[src/hdl/rdcd_pkg.sv]
// rdcd_pkg: shared codes, field widths and types for the deadlock cycle detector
// no dependencies; imported by the input and configuration channel interfaces and every rdcd module
package rdcd_pkg;

  localparam int FUNC_W     = 2;
  localparam int NODE_W     = 4;
  localparam int COUNT_W    = 5;
  localparam int CFG_ADDR_W = 2;

  // operation codes of an input transaction
  localparam logic [FUNC_W-1:0] FUNC_ADD    = 2'd0;
  localparam logic [FUNC_W-1:0] FUNC_REMOVE = 2'd1;
  localparam logic [FUNC_W-1:0] FUNC_CHECK  = 2'd2;

  // configuration register indexes
  localparam logic [CFG_ADDR_W-1:0] CFG_PROCESS_COUNT  = 2'd0;
  localparam logic [CFG_ADDR_W-1:0] CFG_RESOURCE_COUNT = 2'd1;

  localparam logic [COUNT_W-1:0] PROCESS_COUNT_RST  = 5'd2;
  localparam logic [COUNT_W-1:0] RESOURCE_COUNT_RST = 5'd2;

  typedef enum logic [1:0] {
    DFS_IDLE,
    DFS_ROOT,
    DFS_SCAN,
    DFS_POP
  } dfs_state_t;

  typedef struct packed {
    logic done;
    logic found;
  } dfs_status_t;

endpackage

[src/hdl/rdcd_channels.sv]
// rdcd channel interfaces: input item, result item and configuration write channels
// depends on rdcd_pkg for field widths
interface rdcd_in_if import rdcd_pkg::*; ();
  logic              valid;
  logic              ready;
  logic [FUNC_W-1:0] func;
  logic [NODE_W-1:0] from_node;
  logic [NODE_W-1:0] to_node;

  modport source (output valid, output func, output from_node, output to_node, input ready);
  modport sink   (input valid, input func, input from_node, input to_node, output ready);
endinterface

interface rdcd_out_if ();
  logic valid;
  logic ready;
  logic deadlocked;
  logic bad_node;

  modport source (output valid, output deadlocked, output bad_node, input ready);
  modport sink   (input valid, input deadlocked, input bad_node, output ready);
endinterface

interface rdcd_cfg_if import rdcd_pkg::*; ();
  logic                  valid;
  logic                  ready;
  logic [CFG_ADDR_W-1:0] addr;
  logic [COUNT_W-1:0]    wdata;

  modport source (output valid, output addr, output wdata, input ready);
  modport sink   (input valid, input addr, input wdata, output ready);
endinterface

[src/hdl/rdcd_edge_mem.sv]
// rdcd_edge_mem: adjacency matrix memory, one row per source node, registered read
// depends on rdcd_pkg; rows not yet written since reset read as zero via per-row valid bits
module rdcd_edge_mem import rdcd_pkg::*; #(
  parameter int MAX_NODES,
  localparam int NW = $clog2(MAX_NODES)
) (
  input  logic                 clk,
  input  logic                 rst_n,
  input  logic                 wr_en,
  input  logic [NW-1:0]        wr_row,
  input  logic [NW-1:0]        wr_col,
  input  logic                 wr_set,
  input  logic                 rd_en,
  input  logic [NW-1:0]        rd_row,
  output logic [MAX_NODES-1:0] rd_data
);

  logic [MAX_NODES-1:0] mem [MAX_NODES];
  logic [MAX_NODES-1:0] row_valid_r;
  logic [MAX_NODES-1:0] rd_data_r;
  logic [MAX_NODES-1:0] col_bit;

  assign col_bit = {{(MAX_NODES-1){1'b0}}, 1'b1} << wr_col;
  assign rd_data = rd_data_r;

  always_ff @(posedge clk) begin
    if (!rst_n) begin
      row_valid_r <= '0;
    end else if (wr_en) begin
      row_valid_r[wr_row] <= 1'b1;
    end
  end

  // first write to a row since reset lays down the whole row
  always_ff @(posedge clk) begin
    if (wr_en) begin
      if (row_valid_r[wr_row]) begin
        mem[wr_row][wr_col] <= wr_set;
      end else begin
        mem[wr_row] <= wr_set ? col_bit : '0;
      end
    end
    if (rd_en) begin
      rd_data_r <= row_valid_r[rd_row] ? mem[rd_row] : '0;
    end
  end

endmodule

[src/hdl/rdcd_dfs_engine.sv]
// rdcd_dfs_engine: depth-first cycle search, one candidate column tested per cycle while scanning a row
// depends on rdcd_pkg; reads rows from rdcd_edge_mem, keeps the frame stack in a local memory
module rdcd_dfs_engine import rdcd_pkg::*; #(
  parameter int MAX_NODES,
  localparam int NW = $clog2(MAX_NODES),
  localparam int CW = $clog2(MAX_NODES + 1)
) (
  input  logic                 clk,
  input  logic                 rst_n,
  input  logic                 start,
  input  logic [CW-1:0]        node_count,
  output dfs_status_t          status,
  output logic                 row_rd_en,
  output logic [NW-1:0]        row_rd_addr,
  input  logic [MAX_NODES-1:0] row_rd_data
);

  typedef struct packed {
    logic [NW-1:0] node;
    logic [CW-1:0] pos;
  } frame_t;

  dfs_state_t           state_r, state_nxt;
  logic [CW-1:0]        root_r, root_nxt;
  logic [NW-1:0]        cur_u_r, cur_u_nxt;
  logic [CW-1:0]        cur_v_r, cur_v_nxt;
  logic [CW-1:0]        depth_r, depth_nxt;
  logic [MAX_NODES-1:0] visited_r, visited_nxt;
  logic [MAX_NODES-1:0] on_path_r, on_path_nxt;

  frame_t               stack_mem [MAX_NODES];
  frame_t               stk_rd_data_r;
  frame_t               stk_wr_data;
  logic                 stk_wr_en;
  logic                 stk_rd_en;
  logic [NW-1:0]        stk_wr_addr;
  logic [NW-1:0]        stk_rd_addr;

  logic [NW-1:0]        v_idx;
  logic [NW-1:0]        root_idx;
  logic [CW-1:0]        depth_m1;
  logic [CW-1:0]        depth_m2;

  assign v_idx    = cur_v_r[NW-1:0];
  assign root_idx = root_r[NW-1:0];
  assign depth_m1 = depth_r - CW'(1);
  assign depth_m2 = depth_r - CW'(2);

  always_ff @(posedge clk) begin
    if (!rst_n) begin
      state_r   <= DFS_IDLE;
      root_r    <= '0;
      depth_r   <= '0;
      visited_r <= '0;
      on_path_r <= '0;
    end else begin
      state_r   <= state_nxt;
      root_r    <= root_nxt;
      depth_r   <= depth_nxt;
      visited_r <= visited_nxt;
      on_path_r <= on_path_nxt;
    end
  end

  always_ff @(posedge clk) begin
    cur_u_r <= cur_u_nxt;
    cur_v_r <= cur_v_nxt;
  end

  // frames below the current one; the current frame lives in cur_u_r / cur_v_r
  always_ff @(posedge clk) begin
    if (stk_wr_en) begin
      stack_mem[stk_wr_addr] <= stk_wr_data;
    end
    if (stk_rd_en) begin
      stk_rd_data_r <= stack_mem[stk_rd_addr];
    end
  end

  always_comb begin
    state_nxt   = state_r;
    root_nxt    = root_r;
    cur_u_nxt   = cur_u_r;
    cur_v_nxt   = cur_v_r;
    depth_nxt   = depth_r;
    visited_nxt = visited_r;
    on_path_nxt = on_path_r;
    status      = '0;
    row_rd_en   = 1'b0;
    row_rd_addr = cur_u_r;
    stk_wr_en   = 1'b0;
    stk_wr_addr = depth_m1[NW-1:0];
    stk_wr_data = '{node: cur_u_r, pos: cur_v_r + CW'(1)};
    stk_rd_en   = 1'b0;
    stk_rd_addr = depth_m2[NW-1:0];

    unique case (state_r)
      DFS_IDLE: begin
        if (start) begin
          visited_nxt = '0;
          on_path_nxt = '0;
          depth_nxt   = '0;
          root_nxt    = '0;
          state_nxt   = DFS_ROOT;
        end
      end
      DFS_ROOT: begin
        if (root_r >= node_count) begin
          status.done = 1'b1;
          state_nxt   = DFS_IDLE;
        end else if (visited_r[root_idx]) begin
          root_nxt = root_r + CW'(1);
        end else begin
          visited_nxt[root_idx] = 1'b1;
          on_path_nxt[root_idx] = 1'b1;
          cur_u_nxt   = root_idx;
          cur_v_nxt   = '0;
          depth_nxt   = CW'(1);
          row_rd_en   = 1'b1;
          row_rd_addr = root_idx;
          state_nxt   = DFS_SCAN;
        end
      end
      DFS_SCAN: begin
        if (cur_v_r >= node_count) begin
          // row exhausted: retire the node from the path
          on_path_nxt[cur_u_r] = 1'b0;
          depth_nxt = depth_m1;
          if (depth_r == CW'(1)) begin
            root_nxt  = root_r + CW'(1);
            state_nxt = DFS_ROOT;
          end else begin
            stk_rd_en = 1'b1;
            state_nxt = DFS_POP;
          end
        end else if (row_rd_data[v_idx] && on_path_r[v_idx]) begin
          // back edge closes a cycle
          status.done  = 1'b1;
          status.found = 1'b1;
          state_nxt    = DFS_IDLE;
        end else if (row_rd_data[v_idx] && !visited_r[v_idx]) begin
          visited_nxt[v_idx] = 1'b1;
          on_path_nxt[v_idx] = 1'b1;
          stk_wr_en   = 1'b1;
          cur_u_nxt   = v_idx;
          cur_v_nxt   = '0;
          depth_nxt   = depth_r + CW'(1);
          row_rd_en   = 1'b1;
          row_rd_addr = v_idx;
        end else begin
          cur_v_nxt = cur_v_r + CW'(1);
        end
      end
      DFS_POP: begin
        cur_u_nxt   = stk_rd_data_r.node;
        cur_v_nxt   = stk_rd_data_r.pos;
        row_rd_en   = 1'b1;
        row_rd_addr = stk_rd_data_r.node;
        state_nxt   = DFS_SCAN;
      end
      default: begin
        state_nxt = DFS_IDLE;
      end
    endcase
  end

  a_path_in_visited: assert property (@(posedge clk) disable iff (!rst_n)
    (on_path_r & ~visited_r) == '0)
    else $error("on-path node not marked visited");

  a_path_matches_depth: assert property (@(posedge clk) disable iff (!rst_n)
    (state_r != DFS_IDLE) |-> ($countones(on_path_r) == int'(depth_r)))
    else $error("stack depth out of step with on-path marks");

  a_scan_has_frame: assert property (@(posedge clk) disable iff (!rst_n)
    (state_r == DFS_SCAN || state_r == DFS_POP) |-> (depth_r != '0))
    else $error("scan or pop with an empty stack");

endmodule

[src/hdl/rag_deadlock_cycle_detector.sv]
// channel  | dir | handshake     | payload
// in_ch    | in  | valid / ready | func, from_node, to_node
// out_ch   | out | valid / ready | deadlocked, bad_node
// cfg_ch   | in  | valid / ready | addr, wdata (ready held high)
//
// add, remove and unused operations write their result straight into the one result register slot
// a check walks the graph of the active nodes with the single column tester in rdcd_dfs_engine,
// which tests one matrix bit per cycle while it scans a row
// in_ch.ready is low while a check runs and while an unread result is not being taken
// synchronous active-low reset clears the matrix (row valid bits) and the counts to 2
// depends on rdcd_pkg, rdcd_channels, rdcd_edge_mem and rdcd_dfs_engine
module rag_deadlock_cycle_detector import rdcd_pkg::*; #(
  parameter int MAX_NODES = 16
) (
  input  logic        clk,
  input  logic        rst_n,
  rdcd_cfg_if.sink    cfg_ch,
  rdcd_in_if.sink     in_ch,
  rdcd_out_if.source  out_ch
);

  localparam int NW    = $clog2(MAX_NODES);
  localparam int CW    = $clog2(MAX_NODES + 1);
  localparam int SUM_W = COUNT_W + 1;
  localparam int CMP_W = (CW > SUM_W) ? CW : SUM_W;
  localparam int XW    = (CW > NODE_W) ? CW : NODE_W;

  logic [COUNT_W-1:0]   proc_count_r;
  logic [COUNT_W-1:0]   res_count_r;
  logic [CMP_W-1:0]     count_sum;
  logic [CW-1:0]        node_count;

  logic                 out_valid_r, out_valid_nxt;
  logic                 out_dead_r, out_dead_nxt;
  logic                 out_bad_r, out_bad_nxt;
  logic                 query_busy_r, query_busy_nxt;

  logic                 in_accept;
  logic                 range_bad;
  logic                 edge_wr_en;
  logic                 dfs_start;
  dfs_status_t          dfs_st;
  logic                 row_rd_en;
  logic [NW-1:0]        row_rd_addr;
  logic [MAX_NODES-1:0] row_rd_data;

  // active node count, clamped to capacity
  assign count_sum  = CMP_W'(proc_count_r) + CMP_W'(res_count_r);
  assign node_count = (count_sum > CMP_W'(MAX_NODES)) ? CW'(MAX_NODES) : CW'(count_sum);

  assign cfg_ch.ready = 1'b1;

  always_ff @(posedge clk) begin
    if (!rst_n) begin
      proc_count_r <= PROCESS_COUNT_RST;
      res_count_r  <= RESOURCE_COUNT_RST;
    end else if (cfg_ch.valid) begin
      unique case (cfg_ch.addr)
        CFG_PROCESS_COUNT:  proc_count_r <= cfg_ch.wdata;
        CFG_RESOURCE_COUNT: res_count_r  <= cfg_ch.wdata;
        default: ;
      endcase
    end
  end

  assign in_ch.ready = !query_busy_r && (!out_valid_r || out_ch.ready);
  assign in_accept   = in_ch.valid && in_ch.ready;
  assign range_bad   = (XW'(in_ch.from_node) >= XW'(node_count)) ||
                       (XW'(in_ch.to_node) >= XW'(node_count));

  always_comb begin
    edge_wr_en     = 1'b0;
    dfs_start      = 1'b0;
    query_busy_nxt = query_busy_r;
    out_valid_nxt  = out_valid_r && !out_ch.ready;
    out_dead_nxt   = out_dead_r;
    out_bad_nxt    = out_bad_r;

    if (in_accept) begin
      unique case (in_ch.func) inside
        FUNC_ADD, FUNC_REMOVE: begin
          edge_wr_en    = !range_bad;
          out_valid_nxt = 1'b1;
          out_dead_nxt  = 1'b0;
          out_bad_nxt   = range_bad;
        end
        FUNC_CHECK: begin
          dfs_start      = 1'b1;
          query_busy_nxt = 1'b1;
        end
        default: begin
          out_valid_nxt = 1'b1;
          out_dead_nxt  = 1'b0;
          out_bad_nxt   = 1'b0;
        end
      endcase
    end

    if (dfs_st.done) begin
      query_busy_nxt = 1'b0;
      out_valid_nxt  = 1'b1;
      out_dead_nxt   = dfs_st.found;
      out_bad_nxt    = 1'b0;
    end
  end

  always_ff @(posedge clk) begin
    if (!rst_n) begin
      out_valid_r  <= 1'b0;
      query_busy_r <= 1'b0;
    end else begin
      out_valid_r  <= out_valid_nxt;
      query_busy_r <= query_busy_nxt;
    end
  end

  always_ff @(posedge clk) begin
    out_dead_r <= out_dead_nxt;
    out_bad_r  <= out_bad_nxt;
  end

  assign out_ch.valid      = out_valid_r;
  assign out_ch.deadlocked = out_dead_r;
  assign out_ch.bad_node   = out_bad_r;

  rdcd_edge_mem #(
    .MAX_NODES (MAX_NODES)
  ) u_edge_mem (
    .clk     (clk),
    .rst_n   (rst_n),
    .wr_en   (edge_wr_en),
    .wr_row  (NW'(in_ch.from_node)),
    .wr_col  (NW'(in_ch.to_node)),
    .wr_set  (in_ch.func == FUNC_ADD),
    .rd_en   (row_rd_en),
    .rd_row  (row_rd_addr),
    .rd_data (row_rd_data)
  );

  rdcd_dfs_engine #(
    .MAX_NODES (MAX_NODES)
  ) u_dfs_engine (
    .clk         (clk),
    .rst_n       (rst_n),
    .start       (dfs_start),
    .node_count  (node_count),
    .status      (dfs_st),
    .row_rd_en   (row_rd_en),
    .row_rd_addr (row_rd_addr),
    .row_rd_data (row_rd_data)
  );

  a_done_only_when_busy: assert property (@(posedge clk) disable iff (!rst_n)
    dfs_st.done |-> query_busy_r)
    else $error("search finished with no check outstanding");

  a_done_slot_free: assert property (@(posedge clk) disable iff (!rst_n)
    dfs_st.done |-> !out_valid_r)
    else $error("search result would overwrite an unread result");

  a_check_goes_busy: assert property (@(posedge clk) disable iff (!rst_n)
    (in_accept && in_ch.func == FUNC_CHECK) |=> (query_busy_r && !out_valid_r))
    else $error("check transaction did not start a search");

endmodule
[src/flat_wrapper.sv]
// flat-port wrapper written by rule: the top's interface ports become plain ports
module rag_deadlock_cycle_detector_flat import rdcd_pkg::*;
#(
  parameter int MAX_NODES = 16
)
  (clk, rst_n, cfg_ch_valid, cfg_ch_addr, cfg_ch_wdata, cfg_ch_ready, in_ch_valid, in_ch_func, in_ch_from_node, in_ch_to_node, in_ch_ready, out_ch_valid, out_ch_deadlocked, out_ch_bad_node, out_ch_ready);
  rdcd_cfg_if cfg_ch_i ();
  rdcd_in_if in_ch_i ();
  rdcd_out_if out_ch_i ();
  input  logic clk;
  input  logic rst_n;
  input wire logic [$bits(cfg_ch_i.valid)-1:0] cfg_ch_valid;
  input wire logic [$bits(cfg_ch_i.addr)-1:0] cfg_ch_addr;
  input wire logic [$bits(cfg_ch_i.wdata)-1:0] cfg_ch_wdata;
  output wire logic [$bits(cfg_ch_i.ready)-1:0] cfg_ch_ready;
  input wire logic [$bits(in_ch_i.valid)-1:0] in_ch_valid;
  input wire logic [$bits(in_ch_i.func)-1:0] in_ch_func;
  input wire logic [$bits(in_ch_i.from_node)-1:0] in_ch_from_node;
  input wire logic [$bits(in_ch_i.to_node)-1:0] in_ch_to_node;
  output wire logic [$bits(in_ch_i.ready)-1:0] in_ch_ready;
  output wire logic [$bits(out_ch_i.valid)-1:0] out_ch_valid;
  output wire logic [$bits(out_ch_i.deadlocked)-1:0] out_ch_deadlocked;
  output wire logic [$bits(out_ch_i.bad_node)-1:0] out_ch_bad_node;
  input wire logic [$bits(out_ch_i.ready)-1:0] out_ch_ready;
  assign cfg_ch_i.valid = cfg_ch_valid;
  assign cfg_ch_i.addr = cfg_ch_addr;
  assign cfg_ch_i.wdata = cfg_ch_wdata;
  assign cfg_ch_ready = cfg_ch_i.ready;
  assign in_ch_i.valid = in_ch_valid;
  assign in_ch_i.func = in_ch_func;
  assign in_ch_i.from_node = in_ch_from_node;
  assign in_ch_i.to_node = in_ch_to_node;
  assign in_ch_ready = in_ch_i.ready;
  assign out_ch_valid = out_ch_i.valid;
  assign out_ch_deadlocked = out_ch_i.deadlocked;
  assign out_ch_bad_node = out_ch_i.bad_node;
  assign out_ch_i.ready = out_ch_ready;
  rag_deadlock_cycle_detector #(.MAX_NODES(MAX_NODES)) u_core (.clk(clk), .rst_n(rst_n), .cfg_ch(cfg_ch_i), .in_ch(in_ch_i), .out_ch(out_ch_i));
endmodule
[config.mk]
export PLATFORM = sky130hd
export DESIGN_NAME = rag_deadlock_cycle_detector_flat
export DESIGN_NICKNAME = d
export VERILOG_FILES = /design/src/hdl/rdcd_pkg.sv /design/src/hdl/rdcd_channels.sv /design/src/hdl/rdcd_edge_mem.sv /design/src/hdl/rdcd_dfs_engine.sv /design/src/hdl/rag_deadlock_cycle_detector.sv /design/src/flat_wrapper.sv
export SDC_FILE = /design/constraint.sdc
export NUM_CORES = 1
export LEC_CHECK = 0
export ABC_CLOCK_PERIOD_IN_PS = 6200
export BUFFER_PORTS_ARGS = -buffer_cell sky130_fd_sc_hd__buf_2
export CORE_MARGIN = 3
export CORE_UTILIZATION = 60
export DETAILED_ROUTE_END_ITERATION = 8
export PLACE_DENSITY = 0.76
export SLEW_MARGIN = 20
export SYNTH_ARGS = -nofsm -noshare
export SYNTH_HDL_FRONTEND = slang
export SYNTH_SLANG_ARGS = --single-unit
[constraint.sdc]
create_clock -name clk -period 6.2 [get_ports clk]
set_input_delay 0.93 -clock clk [delete_from_list [all_inputs] [get_ports clk]]
set_output_delay 0.93 -clock clk [all_outputs]
set_load 0.1 [all_outputs]
======== Word-level counts from Yosys, hierarchy flattened ========
Memories as Yosys holds them, arrays and structs flattened. A register that Yosys moved wholly into a read port is not among the register bits.
Cells that the tools add are included.
operators by class
  reductions and logical operators ........ 36
  equal/unequal tests ..................... 21
  shift operators ......................... 1
  magnitude comparators ................... 16
  $mul .................................... 0
  multiplexer cells ....................... 118
  div/mod/pow operators ................... 0
  add/sub/neg operators ................... 6
  bitwise operators ....................... 25
operator list
  operator                                                           number
  2-to-1 mux 16 bit                                                  13
  case mux 16 bit (3 select lines)                                   2
  2-to-1 mux 5 bit                                                   16
  OR 16 bit                                                          5
  2-to-1 mux 1 bit                                                   55
  case mux 5 bit (3 select lines)                                    3
  < comparator 4 x 5 -> 1 bit, second input constant                 6
  binary-select mux 1 bit (select 4 bit)                             6
  demux 1 bit (select 4 bit)                                         5
  greater-or-equal comparator 4 x 1 -> 1 bit, second input constant  5
  2-to-1 mux 4 bit                                                   5
  AND 16 bit                                                         1
  2-to-1 mux 2 bit                                                   8
  inequality test 2 bit, second input constant                       8
  inverter 16 bit                                                    1
  OR 1 bit                                                           16
  << shifter 1 x 4 -> 16 bit, first input constant                   1
  adder 5 x 1 -> 5 bit, second input constant                        3
  inequality test 3 bit, second input constant                       4
  case mux 4 bit (3 select lines)                                    1
  AND reduction 6 bit                                                2
  greater-or-equal comparator 4 x 5 -> 1 bit                         2
  greater-or-equal comparator 5 bit                                  2
  logical AND 1 bit                                                  10
  22 further kinds                                                   43
storage, ports and cells
  bits in latches ......................... 0
  input bits .............................. 22
  memory bits (writable) .................. 400
  logic and storage cells ................. 239
  output and inout port bits .............. 5
  bits in read-only memories .............. 0
  bits in registers ....................... 83
  memories kept ........................... 2
memories
  memory                         words  width  rd ports  clocked after Yosys merged registers in  wr ports  RTL line               source
  u_core.u_edge_mem.mem          16     16     1         1                                        1         rdcd_edge_mem.sv:18    logic [MAX_NODES-1:0] mem [MAX_NODES];
  u_core.u_dfs_engine.stack_mem  16     9      1         1                                        1         rdcd_dfs_engine.sv:31  frame_t stack_mem [MAX_NODES];

======== Logic depth before layout (Yosys ltp) ========
Gate-level depths: netlist (run 1).
  depth in word-level cells ............... 11
  depth in mapped cells ................... 23

======== By module ========
From an unflattened synthesis (run 1), not the netlist that was laid out.
second synthesis, totals
  cell total of the unflattened synthesis .. 1716
  area, all modules ....................... 23869.1 µm²
by module, submodules not included
  module                       sequential area each (µm²)  cells an instance  times used  area an instance (µm²)
  rdcd_edge_mem                8488.1                      891                1           12832.3
  rdcd_dfs_engine              5705.5                      712                1           10017.1
  rag_deadlock_cycle_detector  290.3                       113                1           1019.7

======== Least setup slack after synthesis (run 1) ========
No wires, ideal clock.
  kind .................................... flip-flop to flip-flop
  from .................................... reg u_core.res_count_r[0]
  to ...................................... reg u_core.u_edge_mem.rd_data_r[0], in the netlist u_core.u_edge_mem.rd_data[0], read port of u_core.u_edge_mem.mem (data pin)
  arrival time ............................ 4.428 ns
  stages on the path, launching flop included .. 22
  required time ........................... 5.933 ns
  period minus slack after synthesis ...... 4.695 ns
  path slack .............................. 1.505 ns
  path through ............................ dfxtp_1 ha_1 inv_1 fa_1 inv_1 a21o_1 a21oi_1 xor2_1 and2_1 nand2_1 ha_1 or2_2 o22a_1 nor2_8 mux2_1 and3_1 buf_4 inv_2 buf_2 mux4_2 a22oi_1 a22oi_2
between the ends
  word-level cells in the longest chain between the ends .. 9
  elaborated cells on any way between the ends .. 14
  classes of those cells .................. add/sub (1); order compare (3); mux (9); reduce/logical (1)
RTL lines
  element                                               RTL line                                        source
  start: declaration                                    rag_deadlock_cycle_detector.sv:29               logic [COUNT_W-1:0] res_count_r;
  start signal: assignment                              rag_deadlock_cycle_detector.sv:60               CFG_RESOURCE_COUNT: res_count_r <= cfg_ch.wdata;
  adder 5 x 5 -> 6 bit *                                rag_deadlock_cycle_detector.sv:48               assign count_sum = CMP_W'(proc_count_r) + CMP_W'(res_count_r);
  > comparator 6 x 5 -> 1 bit                           rag_deadlock_cycle_detector.sv:49               assign node_count = (count_sum > CMP_W'(MAX_NODES)) ? CW'(MAX_NODES) : CW'(count_sum);
  2-to-1 mux 5 bit *                                    rag_deadlock_cycle_detector.sv:49
  greater-or-equal comparator 5 bit (on tied branches)  rdcd_dfs_engine.sv:125, rdcd_dfs_engine.sv:108
  2-to-1 mux 4 bit (on tied branches)                   rdcd_dfs_engine.sv:125, rdcd_dfs_engine.sv:108
  case mux 4 bit (3 select lines)                       rdcd_dfs_engine.sv:97                           unique case (state_r)
  binary-select mux 1 bit (select 4 bit)                rdcd_edge_mem.sv:44                             rd_data_r <= row_valid_r[rd_row] ? mem[rd_row] : '0;
  2-to-1 mux 1 bit (not written as such)                rdcd_edge_mem.sv:44
  zero test 1 bit (no source line)                      n/a
  end: declaration                                      rdcd_edge_mem.sv:20                             logic [MAX_NODES-1:0] rd_data_r;
Every way passes the cells marked *; elsewhere a longest branch is shown, timed or not. The select of a mux whose other input is x is not followed.
A chain may end at the register's enable or synchronous reset.

======== Worst setup path after layout (run 1) ========
  from .................................... reg u_core.res_count_r[0]
  to ...................................... reg u_core.u_edge_mem.rd_data_r[8], in the netlist u_core.u_edge_mem.rd_data[8], read port of u_core.u_edge_mem.mem (data pin)
Same word-level chain as after synthesis.

==> results.sh, run 1 <==
export IMPL_portBuffers=25
export IMPL_r2r_end="u_core.u_edge_mem.rd_data[8]"
export IMPL_cpLargestDelayFamily="compound AO/OA/AOI/OAI gates"
export IMPL_postRouteAntennaNets=0
export IMPL_crit_path_start_kind="flip-flop"
export IMPL_clk_root_buffer_cell="clkbuf_16"
export IMPL_grt_pass1_vias=14500
export IMPL_hpwlAfterDp_mm=34.6
export IMPL_critPathArrivalTime_ns=5.77
export IMPL_min_to="u_core.u_edge_mem.row_valid_r[7]"
export IMPL_synth_edf_count=431
export IMPL_clk_latency_ns=0.60
export IMPL_post_route_drc_count=0
export IMPL_cts_hold_fix_buffers=0
export IMPL_fp_row_count=71
export IMPL_rrSetupSlack_ns=0.85
export IMPL_die_y_um=203
export IMPL_num_io_pins=27
export IMPL_hold_path_class="reg -> reg"
export IMPL_synth_top_area_share_pct=55.5
export IMPL_cts_sinks=508
export IMPL_path_max_fanout=23
export IMPL_avgSynthCellArea_um2=13.8
export IMPL_die_w_um=203
export IMPL_cp_slowest_stage_delay_ns=0.49
export IMPL_hp_start="u_core.u_edge_mem.row_valid_r[7]"
export IMPL_postSynthCellCount=1693
export IMPL_cts_setup_buffers=0
export IMPL_clkTransAtPathRegs_ns=0.06
export IMPL_dp_cells=2135
export IMPL_crit_path_end_kind="flip-flop"
export IMPL_fin_crit_sh_pct=86.3
export IMPL_first_iter_violations=2015
export IMPL_outcome="finished clean"
export IMPL_setup_tns_final_ns=0
export IMPL_nFillCells=2682
export IMPL_final_common_cell="edfxtp_1"
export IMPL_crit_required_ns=6.62
export IMPL_switchingPower_w=0.00227
export IMPL_switching_share_pct=27.1
export IMPL_seqPwrFrac_pct=46.8
export IMPL_skew_ns=0.0276
export IMPL_path_cells="ha_1 > inv_1 > fa_1 > inv_1 > a21o_1 > a21oi_1 > xor2_1 > and2_1 > nand2_1 > ha_1 > or2_2 > o22a_1 > buf_4 > o311a_1 > a221oi_4 > buf_4 > nand2_1 > o211ai_1 > a32oi_2 > buf_4 > a22oi_1"
export IMPL_relSlewSlack_pct=24.3
export IMPL_core_area_um2=38000
export IMPL_synth_cell_types=64
export IMPL_path_buf_inv=5
export IMPL_grt_overflow=0
export IMPL_holdPathStages=2
export IMPL_routedWlPerCell_um=25.2
export IMPL_fp_dieArea_um2=41300
export IMPL_p_clk_share_pct=37.1
export IMPL_via_per_inst=6.61
export IMPL_routed_wirelength_mm=56.2
export IMPL_cts_resized_gates=0
export IMPL_final_nets=1747
export IMPL_synth_seq_cells=508
export IMPL_comb_power_share_pct=16.2
export IMPL_cpMostUsedCell="buf_4"
export IMPL_cts_tree="built"
export IMPL_drive_gt1_share_pct=18.8
export IMPL_cts_max_level=2
export IMPL_grtUsageTotal_pct=27.4
export IMPL_period_needed_ns=5.35
export IMPL_ctsLongestPathBuffers=3
export IMPL_grt_max_degree=43
export IMPL_p_leak_nw=8.97
export IMPL_setup_viol=0
export IMPL_vias=14800
export IMPL_grt_pass1_wl_mm=85.9
export IMPL_areaGrowthSynthToFinish_pct=9.63
export IMPL_postPlaceCellArea_um2=23800
export IMPL_synthFlopType="edfxtp_1"
export IMPL_final_cell_mix="edfxtp_1 (431), nor2_1 (323), mux4_2 (131)"
export IMPL_rr_startpoint="u_core.res_count_r[0]"
export IMPL_synth_nets=1763
export IMPL_synth_async_reset_ratio_pct=0
export IMPL_yosys_area_top_type="edfxtp_1"
export IMPL_fmax_ghz=0.187
export IMPL_cts_buffers=51
export IMPL_setup_ws_ns=0.847
export IMPL_cellPowerDensity_nw_per_um2=328
export IMPL_cpMaxStageDelayCell="a221oi_4"
export IMPL_pre_cts_slack_ns=0.816
export IMPL_yosysWarnings=0
export IMPL_start_util_pct=61.3
export IMPL_ff2ff_path_depth=21
export IMPL_maxSlewViolCount=0
export IMPL_rsz0062_at_grt="false"
export IMPL_internal_power_w=0.00611
export IMPL_synthTopCellsByArea="edfxtp_1 (56%), mux4_2 (13%), dfxtp_1 (6.6%), nor2_1 (5.2%), ha_1 (2.5%)"
export IMPL_fin_area_um2=25600
export IMPL_max_vdd_ir_drop_mv=0.247
export IMPL_grt_antenna_before_repair=5
export IMPL_critical_path_class="reg -> reg"
export IMPL_finalPower_w=0.00838
export IMPL_worst_pin_slew_ns=1.13
export IMPL_final_cell_count_no_fill=2231
export IMPL_drv_cap=0
export IMPL_netlist_area_um2=23300
export IMPL_synth_seq_area_share_pct=62.1
export IMPL_firstDrtPassIters=8
export IMPL_place_congestion=0.900
export IMPL_finalHoldViolCount=0
## power by group through the flow
stage                     clock [W]  sequential, W  combinational (W)
after global routing        0.00326        0.00392            0.00144
after detailed placement          0        0.00399            0.00133
after floorplan                   0        0.00394           0.000971
after global placement            0        0.00398            0.00130
after CTS                   0.00313        0.00391            0.00134
final                       0.00310        0.00392            0.00135
## flip-flops by register name, summed over array words and instances (netlist names)
signal	count
u_core.u_edge_mem.mem	256
u_core.u_dfs_engine.stack_mem	144
u_core.u_dfs_engine.on_path_r	16
u_core.u_dfs_engine.visited_r	16
u_core.u_edge_mem.rd_data	16
u_core.u_edge_mem.row_valid_r	16
u_core.u_dfs_engine.stk_rd_data_r	9
u_core.proc_count_r	5
u_core.res_count_r	5
u_core.u_dfs_engine.cur_v_r	5
u_core.u_dfs_engine.depth_r	5
u_core.u_dfs_engine.root_r	5
u_core.u_dfs_engine.cur_u_r	4
u_core.u_dfs_engine.state_r	2
u_core.out_ch.bad_node	1
u_core.out_ch.deadlocked	1
u_core.out_ch.valid	1
u_core.query_busy_r	1
## synth_stat cells, drive strengths merged, types with 12 or more instances
library cell / instances
o221a: 12
nand2: 60
dfxtp: 77
nor2: 324
mux2i: 19
o22ai: 16
a21oi: 103
mux4: 131
o21ai: 28
clkbuf: 102
edfxtp: 431
buf: 29
nand2b: 18
nor2b: 31
ha: 47
nand3: 44
a22oi: 55
inv: 38
## routing by layer
layer / global-route usage [%] / share of wire [%] / vias to the layer above
li1: - / - / 6374
met1: 37.7 / 38 / 7352
met2: 43.7 / 48 / 873
met3: 5.92 / 11 / 151
met4: 10.2 / 3.2 / 6
met5: 0 / 0.052 / -
## through the flow
step / hold slack, ns / utilization, %
after global placement: 0.452 / 62.7
after CTS: 0.471 / 67.1
after floorplan: 0.440 / -
after global routing: 0.489 / 67.2
after detailed placement: 0.463 / 62.7
final: 0.474 / 67.2
## area by class of cell
| type | count | area, um^2 | share of cell area [%] |
|---|---|---|---|
| Sequential cell | 508 | 14500 | 56.7 |
| Antenna cell | 2 | 5.00 | 0.0196 |
| Clock buffer | 64 | 1380 | 5.39 |
| Tap cell | 511 | 639 | 2.50 |
| Clock inverter | 30 | 299 | 1.17 |
| Inverter | 39 | 149 | 0.583 |
| Timing Repair Buffer | 62 | 428 | 1.67 |
| Multi-Input combinational cell | 1015 | 8170 | 32.0 |
## worst register-to-register path, delay by kind of cell, from the launching register on
kind	cells	cell delay, ns
AO/OA/AOI/OAI	8	1.86
adder cells (fa/ha/maj)	3	0.85
XOR/XNOR	1	0.23
buffers and inverters	5	1.07
flip-flops	1	0.33
AND/OR/NAND/NOR	4	0.83
## worst max-delay path by stage
stage / startpoint / end / slack, ns / depth (start not counted)
6_report: u_core.res_count_r[0] / u_core.u_edge_mem.rd_data[8] / 0.85 / 21
5_1_grt: u_core.res_count_r[0] / u_core.u_edge_mem.rd_data[9] / 0.43 / 20
4_1_cts: u_core.res_count_r[0] / u_core.u_edge_mem.rd_data[2] / 0.82 / 20
3_5_place_dp: u_core.res_count_r[0] / u_core.u_edge_mem.rd_data[2] / 0.82 / 20
3_3_place_gp: u_core.res_count_r[0] / u_core.u_edge_mem.rd_data[3] / 0.97 / 20
2_1_floorplan: u_core.res_count_r[0] / u_core.u_edge_mem.rd_data[0] / 1.51 / 21
## kinds of logic after synthesis
logic type / after synthesis / synth area share, %
other: 1 / 0.0161
XOR/XNOR: 13 / 0.488
AO/OA/AOI/OAI: 283 / 8.41
adder cells (fa/ha/maj): 48 / 2.61
buffers and inverters: 170 / 3.11
multiplexers: 153 / 13.6
AND/OR/NAND/NOR: 517 / 9.63
flip-flops: 508 / 62.1
(Power assumes the default switching activity.)
==> run 2, diff against run 1 <==
--- a/config.mk
+++ b/config.mk
@@ -5,6 +5,7 @@
 export SDC_FILE = /design/constraint.sdc
 export NUM_CORES = 1
 export LEC_CHECK = 0
+export ABC_AREA = 1
 export ABC_CLOCK_PERIOD_IN_PS = 6200
 export BUFFER_PORTS_ARGS = -buffer_cell sky130_fd_sc_hd__buf_2
 export CORE_MARGIN = 3
==> run 2 against run 1 <==
  * Largest cell class unchanged
  * Routed wire length is 20% higher
  * Non-clock buffer count shrank 5
  * Sequential share of layout area fell by 4.1 points
  * Critical endpoint is now u_core.u_edge_mem.rd_data[15]
  * First-iteration DRC count rose by 21%
  * Register-to-register slack lost 0.38 ns
  * Worst setup slack got worse by 0.38 ns
  * Area after synthesis is 9.1% higher
  * Combinational power rose to 5.1 times the previous value
  * Critical path type unchanged
  * Largest power group is now combinational logic
  * Via count rose by 35%
  * Sequential cell count unchanged
  * Hold slack improved by 0.0022 ns
==> results.sh, run 2 <==
export IMPL_drv_cap=0
export IMPL_reg_top3="u_core.u_edge_mem.mem (256), u_core.u_dfs_engine.stack_mem (144)"
export IMPL_fin_crit_sh_pct=92.5
export IMPL_synth_edf_count=431
export IMPL_grt_pass1_wl_mm=104
export IMPL_synthFlopType="edfxtp_1"
export IMPL_die_w_um=212
export IMPL_internal_power_w=0.00810
export IMPL_setup_viol=0
export IMPL_grtUsageTotal_pct=29.9
export IMPL_setup_tns_final_ns=0
export IMPL_synth_seq_area_share_pct=56.9
export IMPL_synth_async_reset_ratio_pct=0
export IMPL_drive_gt1_share_pct=6.86
export IMPL_cts_max_level=2
export IMPL_fp_dieArea_um2=44900
export IMPL_grt_pass1_vias=19100
export IMPL_cts_sinks=508
export IMPL_grt_overflow=0
export IMPL_critical_path_class="reg -> reg"
export IMPL_final_nets=2810
export IMPL_seqPwrFrac_pct=30.0
export IMPL_clk_latency_ns=0.63
export IMPL_ys_top_cells_by_count="nor2_1 (497), edfxtp_1 (431), nand2_1 (407)"
export IMPL_cts_hold_fix_buffers=0
export IMPL_max_vdd_ir_drop_mv=0.528
export IMPL_maxSlewViolCount=0
export IMPL_num_io_pins=27
export IMPL_routed_wirelength_mm=67.4
export IMPL_p_leak_nw=11.0
export IMPL_nFillCells=3227
export IMPL_routedWlPerCell_um=20.3
export IMPL_regMostFlops="u_core.u_edge_mem.mem"
export IMPL_cts_resized_gates=0
export IMPL_avgSynthCellArea_um2=9.11
export IMPL_via_per_inst=6.02
export IMPL_start_util_pct=61.5
export IMPL_top_layer_used="met4"
export IMPL_post_route_drc_count=0
export IMPL_p_clk_share_pct=23.3
export IMPL_holdWs_ns=0.476
export IMPL_die_y_um=212
export IMPL_hpwlAfterDp_mm=39.2
export IMPL_place_congestion=0.960
export IMPL_portBuffers=25
export IMPL_cts_buffers=52
export IMPL_met2_wirelength_mm=32.4
export IMPL_path_max_fanout=68
export IMPL_antenna_cells=0
export IMPL_hold_path_class="reg -> reg"
export IMPL_relSlewSlack_pct=19.7
export IMPL_switching_share_pct=44.9
export IMPL_clkTransAtPathRegs_ns=0.07
export IMPL_cts_setup_buffers=0
export IMPL_synth_seq_cells=508
export IMPL_period_needed_ns=5.74
export IMPL_rsz0062_at_grt="false"
export IMPL_outcome="finished clean"
export IMPL_wl_met1_mm=25.8
export IMPL_yosys_area_top_type="edfxtp_1"
export IMPL_postSynthCellCount=2791
export IMPL_synth_cell_types=50
export IMPL_core_area_um2=41400
export IMPL_fmax_ghz=0.174
export IMPL_finalHoldViolCount=0
export IMPL_yosysWarnings=0
export IMPL_synth_top_area_share_pct=50.9
export IMPL_cts_tree="built"
export IMPL_comb_power_share_pct=46.6
export IMPL_crit_path_start_kind="flip-flop"
export IMPL_fp_row_count=74
export IMPL_vias=19900
export IMPL_synthTopCellsByArea="edfxtp_1 (51%), nor2_1 (7.3%), nand3_1 (6.3%), dfxtp_1 (6.1%), nand2_1 (6.0%)"
export IMPL_grt_max_degree=105
export IMPL_cellPowerDensity_nw_per_um2=534
export IMPL_synth_nets=2861
export IMPL_regArea_um2=14500
export IMPL_final_common_cell="nor2_1"
export IMPL_wl_met3_mm=6.25
export IMPL_firstDrtPassIters=6
export IMPL_crit_path_end_kind="flip-flop"
export IMPL_largest_register_ffs=256
export IMPL_skew_ns=0.0371
export IMPL_areaGrowthSynthToFinish_pct=8.26
export IMPL_crit_required_ns=6.69
export IMPL_synth_most_common_cell="nor2_1"
export IMPL_worst_pin_slew_ns=1.20
export IMPL_first_iter_violations=2435
export IMPL_clk_root_buffer_cell="clkbuf_16"
export IMPL_final_cell_mix="nor2_1 (494), edfxtp_1 (431), nand2_1 (406)"
export IMPL_netlist_area_um2=25400
export IMPL_ctsLongestPathBuffers=3
export IMPL_critPathArrivalTime_ns=6.23
export IMPL_postRouteAntennaNets=0
export IMPL_switchingPower_w=0.00660
export IMPL_grt_antenna_before_repair=0
export IMPL_multi_input_area_um2=8860
## run 2: cell types whose count changed after synthesis, sizes merged, moves of 26 or more
cell,previous run,this run
nor2b,31,0
o21ai,28,150
nand3b,3,96
a22oi,55,0
o221ai,0,26
mux4,131,0
nor2,324,503
inv,38,337
buf,29,81
nand3,44,320
nand2,60,415
## run 2: cells by family after synthesis
| group | after synthesis | share of synthesized area [%] |
|---|---|---|
| buf+inv | 502 | 8.48 |
| fa+ha+maj | 48 | 2.39 |
| other cells | 1 | 0.0147 |
| flops | 508 | 56.9 |
| simple gates | 1349 | 23.4 |
| compound gates | 372 | 8.41 |
| xor+xnor | 11 | 0.379 |
## run 2: cell type report
type | count | share of cell area, %
clock buffer | 61 | 4.96
inverter | 340 | 4.66
timing repair buffer | 57 | 1.33
sequential | 508 | 52.6
tap | 532 | 2.42
multi-input combinational | 1781 | 32.2
clock inverter | 37 | 1.89
## run 2: per-layer routing
| metal | track usage [%] | vias to the layer above |
|---|---|---|
| met5 | 0 | - |
| met4 | 13.3 | 0 |
| met3 | 4.64 | 210 |
| met2 | 50.2 | 1001 |
| met1 | 38.5 | 9486 |
| li1 | - | 9249 |
## run 2: path summary, 6_finish.rpt
check                               startpoint                                end  slack, ns  depth (start not counted)
max                      u_core.res_count_r[0]      u_core.u_edge_mem.rd_data[15]       0.46                         24
min          u_core.u_edge_mem.row_valid_r[12]  u_core.u_edge_mem.row_valid_r[12]       0.48                          2
max reg2reg              u_core.res_count_r[0]      u_core.u_edge_mem.rd_data[15]       0.46                         24
min reg2reg  u_core.u_edge_mem.row_valid_r[12]  u_core.u_edge_mem.row_valid_r[12]       0.48                          2
## run 2: power groups by stage
stage                     logic [W]  registers (W)  clock network, W
final                       0.00686        0.00442           0.00343
after detailed placement    0.00667        0.00448                 0
after floorplan             0.00510        0.00442                 0
after global placement      0.00653        0.00447                 0
after global routing        0.00748        0.00443           0.00360
after CTS                   0.00671        0.00441           0.00346
## run 2: worst max-delay path: stages (launching register included)
cell and delay [ns]:
dfxtp_1 0.34, ha_1 0.18, inv_1 0.07, fa_1 0.46, o21a_1 0.21, xnor2_1 0.15, o31ai_1 0.08, nand2_1 0.13
nor2_1 0.26, ha_1 0.32, a21oi_1 0.20, o21a_1 0.16, o21ai_0 0.07, nor2_1 0.32, nand2_2 0.15, o211ai_1 0.27
nand3_2 0.14, nand2_4 0.10, buf_4 0.71, nand3_1 0.25, nand3_1 0.15, nand3_1 0.10, nand2_2 0.47, nand2_1 0.20
inv_1 0.10
## run 2: metrics by stage
stage               power (W)  cells  utilization [%]  area [um^2]  worst slack (ns)
floorplan             0.00953   2791                -        25400              2.00
global placement       0.0110   3217             61.9        25600             0.907
detailed placement     0.0111   3217             61.9        25600             0.650
CTS                    0.0146   3315             66.5        27500             0.648
global route           0.0155   3316             66.5        27500             0.108
finish                 0.0147   3316             66.5        27500             0.463
